--- config.mk ---
export PLATFORM = sky130hd
export DESIGN_NAME = ksct_ctrl
export DESIGN_NICKNAME = d
export VERILOG_FILES = /design/src/rtl/ksct_pkg.sv /design/src/rtl/ksct_ctrl.sv
export SDC_FILE = /design/constraint.sdc
export NUM_CORES = 1
export LEC_CHECK = 0
export BUFFER_PORTS_ARGS = -buffer_cell sky130_fd_sc_hd__buf_2
export CORE_AREA = 8 8 45 47
export CTS_CLUSTER_SIZE = 8
export DETAILED_ROUTE_END_ITERATION = 10
export DIE_AREA = 0 0 53 55
export SLEW_MARGIN = 5
export SYNTH_ARGS = -nofsm -noshare
export SYNTH_HDL_FRONTEND = slang
export SYNTH_SLANG_ARGS = --single-unit
--- constraint.sdc ---
create_clock -name clk -period 1.23 [get_ports clk]
set_input_delay 0.1845 -clock clk [delete_from_list [all_inputs] [get_ports clk]]
set_output_delay 0.1845 -clock clk [all_outputs]
set_load 0.01 [all_outputs]
--- src/rtl/ksct_pkg.sv ---
// shared types and codes for the keyed slot table
// no dependencies
package ksct_pkg;

  localparam int KEY_W = 32;
  localparam int DATA_W = 64;
  localparam int CNT32_W = 32;

  localparam logic [2:0] ACT_CREATE = 3'd0;
  localparam logic [2:0] ACT_LOOKUP = 3'd1;
  localparam logic [2:0] ACT_UPDATE = 3'd2;
  localparam logic [2:0] ACT_REMOVE = 3'd3;
  localparam logic [2:0] ACT_BEGIN = 3'd4;
  localparam logic [2:0] ACT_RESOLVE = 3'd5;

  localparam logic [2:0] ST_OK = 3'd0;
  localparam logic [2:0] ST_NOT_FOUND = 3'd1;
  localparam logic [2:0] ST_STALE = 3'd2;
  localparam logic [2:0] ST_FULL = 3'd3;
  localparam logic [2:0] ST_ZERO_ID = 3'd4;

  typedef struct packed {
    logic [DATA_W-1:0]  tag;
    logic [DATA_W-1:0]  payload;
    logic [DATA_W-1:0]  interaction;
    logic [CNT32_W-1:0] begun;
    logic [CNT32_W-1:0] resolved;
  } ksct_entry_t;

  typedef struct packed {
    logic load_req;
    logic search;
    logic exec;
  } ksct_cmd_t;

endpackage

--- src/rtl/ksct_ctrl.sv ---
// sequencing state machine for the keyed slot table
// depends on ksct_pkg
module ksct_ctrl (
  input  logic                clk,
  input  logic                rst,
  input  logic                in_valid,
  output logic                in_stall,
  output logic                out_valid,
  input  logic                out_stall,
  output ksct_pkg::ksct_cmd_t cmd
);

  typedef enum logic [2:0] {
    ST_IDLE   = 3'b001,
    ST_SEARCH = 3'b010,
    ST_EXEC   = 3'b100
  } state_t;

  state_t state, state_next;
  logic   out_free;
  logic   fire;
  logic   accept;

  assign out_free = !out_valid || !out_stall;
  assign fire = (state == ST_EXEC) && out_free;
  assign in_stall = !((state == ST_IDLE) || fire);
  assign accept = in_valid && !in_stall;

  always_comb begin
    state_next = state;
    case (state)
      ST_IDLE: begin
        if (accept) begin
          state_next = ST_SEARCH;
        end
      end
      ST_SEARCH: begin
        state_next = ST_EXEC;
      end
      ST_EXEC: begin
        if (fire) begin
          state_next = accept ? ST_SEARCH : ST_IDLE;
        end
      end
      default: begin
        state_next = ST_IDLE;
      end
    endcase
  end

  always_ff @(posedge clk) begin
    if (rst) begin
      state <= ST_IDLE;
      out_valid <= 1'b0;
    end else begin
      state <= state_next;
      if (fire) begin
        out_valid <= 1'b1;
      end else if (out_valid && !out_stall) begin
        out_valid <= 1'b0;
      end
    end
  end

  assign cmd.load_req = accept;
  assign cmd.search = (state == ST_SEARCH);
  assign cmd.exec = fire;

`ifndef SYNTHESIS
  a_accept_to_search: assert property (@(posedge clk) disable iff (rst)
    accept |=> state == ST_SEARCH)
    else $error("accepted transaction did not start a search");
  a_search_to_exec: assert property (@(posedge clk) disable iff (rst)
    state == ST_SEARCH |=> state == ST_EXEC)
    else $error("search not followed by execute");
  a_fire_shows_result: assert property (@(posedge clk) disable iff (rst)
    fire |=> out_valid)
    else $error("executed transaction not presented");
`endif

endmodule

Yosys cells after proc, flatten, opt, wreduce, memory -nomap -nowiden:

Cells that the tools add are included.

* register bits: 4
* input bits: 4
* output and inout bits: 5
* logic and storage cells: 23

* equality and inequality tests: 5
* mux-type cells: 6
* reduce and logical (&&, ||, !) cells: 10

Operators with widths (count)
* $pmux W3 S3: 1
* $mux W3: 2
* $ne A2 B2 Y1 const B: 2
* $eq A3 B1 Y1 const B: 1
* $eq A3 B2 Y1 const B: 1
* $eq A3 B3 Y1 const B: 1
* $logic_and A1 B1 Y1: 3
* $logic_not A1 Y1: 3
* $logic_or A1 B1 Y1: 2
* $mux W1: 2
* $mux W2: 1
* $reduce_and A2 Y1: 1
* $reduce_bool A2 Y1: 1

Logic depth before layout (Yosys ltp):

* word-level depth: 8
* mapped depth: 4
* depth with buffers taken out: 3

Worst setup path before layout:

Ideal clock, no wire load.

* path kind: reg-to-output
* start: register state[1]
* end: output port cmd[0] (netlist bit)
* arrival time: 0.969 ns
* data required time: 1.046 ns
* setup slack: 0.077 ns
* cell stages (with the launch flop): 4
* buffers on the path: 1
* path through: dfxtp_1 or3b_1 a21oi_1 buf_4

* word-level cells in the longest chain between the ends: 2

RTL lines
* start, declared: line ksct_ctrl.sv:19 `state_t state, state_next;`
* start signal, assigned: line ksct_ctrl.sv:56 `state <= state_next;`
* $eq A3 B3 Y1: line ksct_ctrl.sv:25 `assign fire = (state == ST_EXEC) && out_free;`
* $logic_and A1 B1 Y1: line ksct_ctrl.sv:25
* end, declared: line ksct_ctrl.sv:10 `output ksct_pkg::ksct_cmd_t cmd`

No other way between the ends.

==> impl_results.rst <==
.. list-table::
   :header-rows: 1

   * - Metric
     - Value
   * - Placer Congestion
     - 0.807
   * - Count of nets left with antenna violations after detail routing
     - 0
   * - TritonCTS clock tree
     - yes
   * - Final hold viol count
     - 0
   * - Antenna diode count
     - 0
   * - Pin count of the biggest net entering global routing
     - 7
   * - Warnings, synthesis
     - 0
   * - HPWL Detailed
     - roughly 450 µm
   * - Violated checks
     - setup timing
   * - Transition at the pin with the smallest max-transition slack
     - 227 ps
   * - Count of distinct cell types in the synthesized netlist
     - 16
   * - Full die area
     - ~2900 µm²
   * - Unrepaired setup endpoints after global routing
     - yes
   * - Num ports
     - 9
   * - Post-route setup TNS
     - -405 ps
   * - Residual overflow from global routing
     - 0
   * - Core region area
     - 1380 µm²
   * - Leading cell types by total area after synthesis
     - dfxtp_1, a21oi_1, buf_4, and3b_1, nand4b_1
   * - Final WS setup
     - -199 ps
   * - Net count, final
     - 47
   * - Number of iterations in the first detailed-routing pass
     - 2
   * - Worst IR Drop VDD
     - ~0.29 mV
   * - Floorplan row count
     - 14
   * - Clock input transition at the sequential cells of the worst setup and hold paths
     - 40 ps
   * - Overall track demand over capacity in global routing
     - 0.0486
   * - Hold Crit Class
     - in -> reg
   * - Clock root buffer master
     - clkbuf_4
   * - Relative area change from synthesis to final layout
     - 85.2%
   * - Sequential cell area
     - about 89 µm²
   * - Filler Cells Inserted
     - around 150
   * - Cells after synthesis
     - 25
   * - IO buf count
     - 8
   * - Max Freq
     - about 700 MHz
   * - Max-slew headroom
     - 0.847
   * - Post-synthesis instance area
     - approximately 210 µm²
   * - Run status
     - complete, but fails checks
   * - Design area
     - between 300 and 400 µm²
   * - Pwr per Cell Area
     - around 1000 nW/µm²
   * - Vias
     - 244
   * - Number of register bits inferred by synthesis
     - 4
   * - Leakage power figure
     - approximately 0.00018 µW
   * - Area of the multi-input gates
     - between 150 and 200 µm²
   * - Starting Density
     - 0.153
   * - Top cell type's share of synthesized area
     - 0.379
   * - Post-route clock period utilization
     - 1.16
   * - Syn Nets
     - 29
   * - Shortest period the worst path allows
     - 1430 ps
   * - Via-per-instance ratio
     - approximately 4.3
   * - Worst Path Class, Setup
     - reg -> out
   * - Setup crit end kind
     - primary output
   * - DIE WIDTH
     - 53 µm
   * - First-pass GRT wire length
     - 986 µm
   * - Final core utilization
     - 0.283
   * - Fin Clk Skew
     - about 7 ps
   * - Critical path fanouts, max
     - 4
   * - Required time at the endpoint of the critical path
     - 1050 ps
   * - Clock latency at the later pin of the worst-skew pair
     - approximately 240 ps
   * - Cell type with the largest total area after synthesis
     - dfxtp_1
   * - Commonest cells after routing, fill and taps aside
     - buf_2, buf_4, clkbuf_4
   * - Post-detailed-placement cell area
     - 294 µm²
   * - Register area share after synthesis
     - 0.379
   * - Die H
     - 55 µm
   * - Clock buffer depth
     - 2
   * - Post-detailed-route DRC marker count
     - 0
   * - Leading cell type in the layout, fill and taps excluded
     - buf_2
   * - Synthesized area per cell
     - 8.46 µm²
   * - Worst endpoint data arrival time
     - ~1200 ps
   * - # H-tree levels
     - 1
   * - Total Wirelength
     - 703 µm
   * - Max-cap violations
     - 0
   * - Type of origin of the critical path
     - flip-flop
   * - Clock buffer count from CTS
     - 3
   * - Layout cell share with drive strength beyond 1
     - 0.732
   * - Detail-routed net length per standard cell
     - 12.3 µm
   * - Count of final setup violators
     - 3
   * - Slew Limit Fails
     - 0
   * - Clk sink count
     - 4
   * - Number of global-route vias before repair
     - between 200 and 250
   * - Number of design-rule violations left by the first detailed-router iteration
     - 1
   * - Antenna violations before repair
     - 0
-- synthesized netlist by cell type (all sizes together) --
library cell,n
a21oi,5
dfxtp,4
buf,2
nor2,2
a211oi,1
and3b,1
inv,1
nand2,1
nand2b,1
nand4b,1
nor2b,1
nor3b,1
nor4b,1
o31ai,1
or2,1
or3b,1
-- layout make-up --
| class | count | area share |
|---|---|---|
| clock buffers | 3 | 0.0575 |
| inverters | 1 | 0.00958 |
| multi-input cells | 18 | 0.393 |
| flip-flops and latches | 4 | 0.227 |
| well taps | 16 | 0.0511 |
| repair buffers | 15 | 0.262 |
-- registers in the layout (all words and copies together) (netlist names) --
name and flops:
out_valid 1, state 3
-- timing repair --
item                                    in CTS  in global routing
endpoints found under the setup margin       4                  5
setup buffers                                2                  0
hold buffers                                 0                  0
endpoints found under the hold margin        0                  0
pin swaps                                    1                  1
gates resized for setup                      6                 12
-- report_power, final --
part / internal [µW] / switching (µW) / total [µW]
clock network: 110 / 60.8 / 170
logic: 44.9 / 34.0 / 78.9
registers: 134 / 6.60 / 140
-- stage by stage --
stage	hold WS (ps)	cells	power, µW	worst slack, ps
CTS	151	57	378	-186
global route	170	57	412	-240
detailed placement	405	52	198	13.6
finish	158	57	390	-199
floorplan	254	25	172	76.9
global placement	408	52	198	11.5
-- kinds of logic (layout without fill, tap and decap cells) --
family,count (synthesis),after routing,share of synthesized area
AOI/OAI and AO/OA,7,7,0.189
buffers and inverters,3,19,0.0887
DFF,4,4,0.379
and+or+nand+nor,11,11,0.343
-- routing by layer --
layer	track usage	vias to the layer above	part of all wire
met1	0.0547	116	0.44
met3	0.0374	0	0.085
li1	-	121	-
met4	0.0388	0	0
met5	0	-	0
met2	0.0586	7	0.47
-- final timing paths --
check | endpoint | start | cells after the start | slack (ps)
setup / recovery | cmd[0] | state[2]$_SDFFE_PP0P_ | 3 | -200
hold / removal | state[2]$_SDFFE_PP0P_ | rst | 2 | 160
setup reg to reg | state[0]$_SDFFE_PP1P_ | state[2]$_SDFFE_PP0P_ | 4 | 60
hold reg to reg | state[1]$_SDFFE_PP0P_ | state[1]$_SDFFE_PP0P_ | 2 | 540
-- critical path, cell delays in order (launching register included) --
cell and delay, ps:
dfxtp_4 370, or3b_4 390, a21oi_2 110, buf_2 140
No activity file was read; power rests on OpenSTA's default activity.
